$ cat config.mk
export PLATFORM = sky130hd
export DESIGN_NAME = rcep_ctrl
export DESIGN_NICKNAME = d
export VERILOG_FILES = /design/src/sv/rotated_curl_edge_projection_assert.svh /design/src/sv/rcep_pkg.sv /design/src/sv/rcep_ctrl.sv
export SDC_FILE = /design/constraint.sdc
export NUM_CORES = 1
export LEC_CHECK = 0
export BUFFER_PORTS_ARGS = -buffer_cell sky130_fd_sc_hd__clkbuf_2
export CAP_MARGIN = 20
export CORE_ASPECT_RATIO = 1.25
export CORE_UTILIZATION = 42
export DETAILED_ROUTE_END_ITERATION = 10
export GPL_TIMING_DRIVEN = 0
export PLACE_DENSITY = 0.74
export SLEW_MARGIN = 20
export SYNTH_ARGS = -nofsm -noshare
export SYNTH_HDL_FRONTEND = slang
export SYNTH_SLANG_ARGS = --single-unit
$ cat constraint.sdc
create_clock -name clk -period 3.9 [get_ports clk]
set_clock_uncertainty 0.05 [all_clocks]
set_input_delay 0.78 -clock clk [delete_from_list [all_inputs] [get_ports clk]]
set_output_delay 0.78 -clock clk [all_outputs]
set_load 0.005 [all_outputs]
$ cat src/sv/rotated_curl_edge_projection_assert.svh
// Assertion macros for the edge projection block.
`ifndef ROTATED_CURL_EDGE_PROJECTION_ASSERT_SVH
`define ROTATED_CURL_EDGE_PROJECTION_ASSERT_SVH
// Checks that a condition implies a consequence in the same cycle.
`define RCEP_ASSERT_IMPLY(label, ante, cons) \
    label: assert property (@(posedge clk) disable iff (!rst_n) (ante) |-> (cons)) \
        else $error("implication failed");
// Checks that a condition implies a consequence in the next cycle.
`define RCEP_ASSERT_NEXT(label, ante, cons) \
    label: assert property (@(posedge clk) disable iff (!rst_n) (ante) |=> (cons)) \
        else $error("next-cycle implication failed");
`endif

$ cat src/sv/rcep_pkg.sv
package rcep_pkg;

    localparam int EdgeCount = 1024;
    localparam int IdxW = 10;

    typedef enum logic [1:0] {
        MODE_LOAD = 2'd0,
        MODE_PROJ = 2'd1,
        MODE_DMU  = 2'd2,
        MODE_DTH  = 2'd3
    } mode_t;

    localparam logic [2:0] REG_MU    = 3'd0;
    localparam logic [2:0] REG_THETA = 3'd1;
    localparam logic [2:0] REG_CX    = 3'd2;
    localparam logic [2:0] REG_CY    = 3'd3;
    localparam logic [2:0] REG_CZ    = 3'd4;
    localparam logic [2:0] REG_AX    = 3'd5;
    localparam logic [2:0] REG_AY    = 3'd6;
    localparam logic [2:0] REG_AZ    = 3'd7;

    typedef struct packed {
        logic [1:0]         mode;
        logic [9:0]         edge_index;
        logic signed [31:0] first_node_x;
        logic signed [31:0] first_node_y;
        logic signed [31:0] first_node_z;
        logic signed [31:0] second_node_x;
        logic signed [31:0] second_node_y;
        logic signed [31:0] second_node_z;
    } in_word_t;

    typedef struct packed {
        logic signed [47:0] projection_value;
        logic               saturated;
    } out_word_t;

    // Commands from controller to datapath.
    typedef struct packed {
        logic       capture;
        logic       load_step;
        logic       cordic_init;
        logic       cordic_step;
        logic       rod_step;
        logic       query_step;
        logic [4:0] count;
    } ctl_t;

    typedef struct packed {
        logic [1:0] mode;
    } stat_t;

    function automatic logic signed [17:0] atan_q16(input logic [3:0] i);
        case (i)
            4'd0:    atan_q16 = 18'sd51472;
            4'd1:    atan_q16 = 18'sd30386;
            4'd2:    atan_q16 = 18'sd16055;
            4'd3:    atan_q16 = 18'sd8150;
            4'd4:    atan_q16 = 18'sd4091;
            4'd5:    atan_q16 = 18'sd2047;
            4'd6:    atan_q16 = 18'sd1024;
            4'd7:    atan_q16 = 18'sd512;
            4'd8:    atan_q16 = 18'sd256;
            4'd9:    atan_q16 = 18'sd128;
            4'd10:   atan_q16 = 18'sd64;
            4'd11:   atan_q16 = 18'sd32;
            4'd12:   atan_q16 = 18'sd16;
            4'd13:   atan_q16 = 18'sd8;
            4'd14:   atan_q16 = 18'sd4;
            default: atan_q16 = 18'sd2;
        endcase
    endfunction

endpackage

$ cat src/sv/rcep_ctrl.sv
module rcep_ctrl (
    input  logic          clk,
    input  logic          rst_n,
    input  logic          start,
    input  logic          cfg_we,
    input  rcep_pkg::stat_t stat,
    output logic          busy,
    output logic          done,
    output rcep_pkg::ctl_t  ctl
);
    import rcep_pkg::*;

    typedef enum logic [2:0] {
        S_IDLE, S_LOAD, S_COR, S_ROD, S_QRY
    } state_t;

    state_t     state_reg, state_next;
    logic [4:0] cnt_reg, cnt_next;
    logic       rvalid_reg, rvalid_next;
    logic       done_reg, done_next;

    always_comb
    begin
        state_next  = state_reg;
        cnt_next    = cnt_reg;
        rvalid_next = rvalid_reg;
        done_next   = 1'b0;
        ctl         = '0;
        ctl.count   = cnt_reg;
        case (state_reg)
            S_IDLE:
            begin
                if (start)
                begin
                    ctl.capture = 1'b1;
                    cnt_next    = '0;
                    state_next  = S_LOAD;
                end
            end
            S_LOAD:
            begin
                if (stat.mode == MODE_LOAD)
                begin
                    ctl.load_step = 1'b1;
                    cnt_next      = cnt_reg + 5'd1;
                    if (cnt_reg == 5'd3)
                        state_next = S_IDLE;
                end
                else if (!rvalid_reg)
                begin
                    ctl.cordic_init = 1'b1;
                    cnt_next        = '0;
                    state_next      = S_COR;
                end
                else
                begin
                    cnt_next   = '0;
                    state_next = S_QRY;
                end
            end
            S_COR:
            begin
                ctl.cordic_step = 1'b1;
                cnt_next        = cnt_reg + 5'd1;
                if (cnt_reg == 5'd15)
                begin
                    cnt_next   = '0;
                    state_next = S_ROD;
                end
            end
            S_ROD:
            begin
                ctl.rod_step = 1'b1;
                cnt_next     = cnt_reg + 5'd1;
                if (cnt_reg == 5'd20)
                begin
                    cnt_next    = '0;
                    rvalid_next = 1'b1;
                    state_next  = S_QRY;
                end
            end
            S_QRY:
            begin
                ctl.query_step = 1'b1;
                cnt_next       = cnt_reg + 5'd1;
                if (cnt_reg == 5'd7)
                begin
                    done_next  = 1'b1;
                    state_next = S_IDLE;
                end
            end
            default: state_next = S_IDLE;
        endcase
        if (cfg_we)
            rvalid_next = 1'b0;
    end

    always_ff @(posedge clk or negedge rst_n)
    begin
        if (!rst_n)
        begin
            state_reg  <= S_IDLE;
            cnt_reg    <= '0;
            rvalid_reg <= 1'b0;
            done_reg   <= 1'b0;
        end
        else
        begin
            state_reg  <= state_next;
            cnt_reg    <= cnt_next;
            rvalid_reg <= rvalid_next;
            done_reg   <= done_next;
        end
    end

    assign busy = (state_reg != S_IDLE);
    assign done = done_reg;
endmodule

**Word-level counts from Yosys, hierarchy flattened**

Cells that the tools add are included.

- $lt $le $gt $ge: 0
- Reductions and logical operators: 9
- Div/mod/pow operators: 0
- Add/sub/neg operators: 1
- Muxes and demuxes: 27
- Shift operators: 0
- Bitwise operators: 0
- Multiply operators: 0
- Equal/unequal tests: 13

Operators with widths:

| cell | count |
|---|---|
| $pmux W5 S5 | 1 |
| $mux W3 | 7 |
| $mux W5 | 4 |
| $pmux W3 S5 | 1 |
| $mux W1 | 13 |
| $ne A2 B2 Y1 const B | 4 |
| $eq A3 B2 Y1 const B | 2 |
| $add A5 B1 Y5 const B | 1 |
| $eq A5 B2 Y1 const B | 1 |
| $eq A5 B3 Y1 const B | 1 |
| $eq A5 B4 Y1 const B | 1 |
| $eq A5 B5 Y1 const B | 1 |
| $reduce_and A5 Y1 | 1 |
| $reduce_bool A5 Y1 | 1 |
| $reduce_and A2 Y1 | 2 |
| $reduce_bool A2 Y1 | 2 |
| $eq A3 B1 Y1 const B | 1 |
| $eq A3 B3 Y1 const B | 1 |
| $logic_not A3 Y1 | 1 |
| $ne A3 B3 Y1 const B | 1 |
| $reduce_bool A3 Y1 | 1 |
| $logic_not A2 Y1 | 1 |
| $mux W2 | 1 |

- Input port bits: 6
- Memory bits (writable): 0
- Memory bits (read-only): 0
- Word-level logic and storage cells: 54
- Output and inout bits: 13
- Latch bits: 0
- Memories: 0
- Flip-flop bits (word level): 10

**Logic depth before layout (Yosys ltp)**

- Depth after elaboration: 4
- Gate-level depth with buffers: 7
- Gate-level depth less buffers: 7

**Worst setup path after synthesis**

No wires, ideal clock.

- Path kind: input to output
- From: input stat[1] (netlist bit)
- To: output ctl[9] (netlist bit)
- Setup slack: 1.954 ns
- Arrival: 1.116 ns
- Path buffers: 0
- Stages: 3
- Required time: 3.070 ns
- Cells stage by stage: nor3_2 nand2_1 inv_1

RTL lines:

| what | line | text |
|---|---|---|
| start, declared | rcep_ctrl.sv:6 | `input rcep_pkg::stat_t stat,` |
| end, declared | rcep_ctrl.sv:9 | `output rcep_pkg::ctl_t ctl` |

==> out/metrics.yaml <==
required_ps: 3070
postCtsHoldBufs: 0
use_met1_pct: 23.1
maxSlewViolCount: 0
syn_nets: 103
gr-usage-all-layers_pct: 20.5
critPathTopFamily: "buffers and inverters"
rsz0062_at_grt: "no"
gp_congestion: 0.930
busiest_layer: "met2"
port_buffers: 18
initial_core_util_pct: 45.8
grt_util_met3_pct: 4.51
vdd_drop_max_mv: 0.328
slowest_stage: "nor4_1"
max_stage_delay_ps: 390
drc: 0
place_area_um2: 942
die_h_um: 51.7
ys_top_cells_by_area: "dfrtp_1, ha_1, inv_1"
rows: 17
htreeDepth: 1
clk_latency_ps: 280
antenna_found_initial: 0
routedWlPerCell_um: 14.9
nFillCells: 163
ys_warn_count: 0
worst_pin_slew_ps: 421
cts_tree: "done"
drt-pass1-iter-count: 4
path_class: "reg2out"
ys_seq_area_share_pct: 30.2
multiInputGateArea_um2: 498
area_delta_synth_final_pct: 18.1
avgSynthCellArea_um2: 8.91
antenna_cells: 0
clock-sinks: 10
cts_made_buffers: 3
cp-startpoint: "state_reg[1]"
use_met2_pct: 35.4
yosysTopAreaCellShare_pct: 30.2
grt_max_degree: 11
post-route-cell-area_um2: 978
dp_hpwl_um: 1500
vias: 804
async_reset_ff_share_pct: 100
fp.dieW_um: 41.7
largest_register_ffs: 5
first_iter_violations: 9
cp.depth: 4
viasPerCell: 6.00
seq_area_um2: 250
p_per_area_nw_per_um2: 602
arrival_ps: 1560
r2r_start: "cnt_reg[0]"
grt.overflow.total: 0
drive_above_1_share_pct: 33.0
setup_viol: 0
hold_violations: 0
status: "finished, final reports clean"
cp_num_buf_inv: 3
post_cts_buffers: 0
fmax_ghz: 0.419
cp-end-kind: "output port"
nNetsFinal: 126
synth_seq_cells: 10
fin_crit_ps: 2390
cp_cell_sequence: "buf_2 > buf_2 > nor4_1 > clkbuf_2"
cts-root-buf: "clkbuf_4"
synth_common_cells: "dfrtp_1, inv_1, nand2_1"
startpoint_type: "flip-flop"
reg2reg_depth: 6
ios: 19
syn_area_um2: 828
drt.antenna.violating_nets: 0
grt_pass1_vias: 720
postCtsResizedCells: 0
max_cap_violations: 0
maxSlewHeadroom_pct: 71.7
finalCritPeriodShare_pct: 61.2
p_leak_nw: 0.480
synth_ff_type: "dfrtp_1"
ys_types: 40
syn_inst: 93
synth_area_leader_cell: "dfrtp_1"
synth-edff-count: 0
die_area_um2: 2150
path_common_cell: "buf_2"
fin_tns_setup_ps: 0
yosysMostFrequentCell: "dfrtp_1"
grt_pass1_wl_um: 3250
r2r_slack_ps: 1740
core_area_um2: 1810
hp-class: "in2async"
drt-total-wl_um: 1990
clk_pin_slew_ps: 80
path_max_fanout: 10
cts_buffer_depth: 2
==> power by group <==
| part | switching (mW) | internal, mW | leakage, nW |
|---|---|---|---|
| logic | 0.180 | 0.147 | 0.331 |
| registers | 0.0296 | 0.131 | 0.129 |
| clock network | 0.0446 | 0.0569 | 0.0210 |
| total | 0.255 | 0.334 | 0.480 |
==> per-stage QoR <==
stage / total power [mW] / util [%] / std cells / hold WS (ps) / worst slack [ps]
after floorplan: 0.402 / - / 93 / 434 / 1950
after global placement: 0.477 / 52.1 / 130 / 460 / 1700
after detailed placement: 0.487 / 52.1 / 130 / 478 / 1680
after CTS: 0.586 / 54.1 / 134 / 324 / 1520
after global routing: 0.628 / 54.1 / 134 / 328 / 1350
final: 0.589 / 54.1 / 134 / 304 / 1510
==> final cells by class <==
class                           instances  area share [%]
Buffer                                  7            4.73
Clock buffer                            4            3.71
Inverter                                9            3.45
Multi-Input combinational cell         67            50.9
Sequential cell                        10            25.6
Tap cell                               19            2.43
Timing Repair Buffer                   18            9.21
==> worst reg2reg max path, cell delays in order, from the launching register on <==
cell      delay [ps]
dfrtp_1          460
ha_1             300
and3_1           230
ha_1             210
nor3b_2          390
a21oi_1          140
o311ai_0         290
==> cell families after synthesis <==
kind of cell    share of synthesized area, %
simple gates                            29.2
compound gates                          22.5
buf+inv                                 9.67
flops                                   30.2
fa+ha+maj                               6.04
xor+xnor                                1.06
mux                                     1.36
==> per-layer routing <==
layer | wire length (um) | vias to the layer above
met5 | 0 | -
met4 | 45 | 0
met3 | 77 | 5
met2 | 997 | 20
met1 | 871 | 388
li1 | - | 391
==> path summary, 6_finish.rpt <==
path / end
max: ctl[8]
min: cnt_reg[4]
max reg2reg: cnt_reg[1]
min reg2reg: rvalid_reg
max in group asynchronous: state_reg[0]
min in group clk: rvalid_reg
==> cells in the final DEF, fill, tap and decap left out, types with 2 or more instances in the layout <==
cell	count
a21oi_1	4
a22oi_1	3
a31oi_1	2
and3_1	3
buf_2	4
buf_6	2
clkbuf_2	18
clkbuf_4	3
dfrtp_1	10
ha_1	4
inv_1	9
nand2_1	6
nand3_1	3
nand4_1	4
nor2_1	5
nor2b_1	2
nor3_1	4
nor4_1	2
o21ai_0	3
No activity file was read; power rests on OpenSTA's default activity.
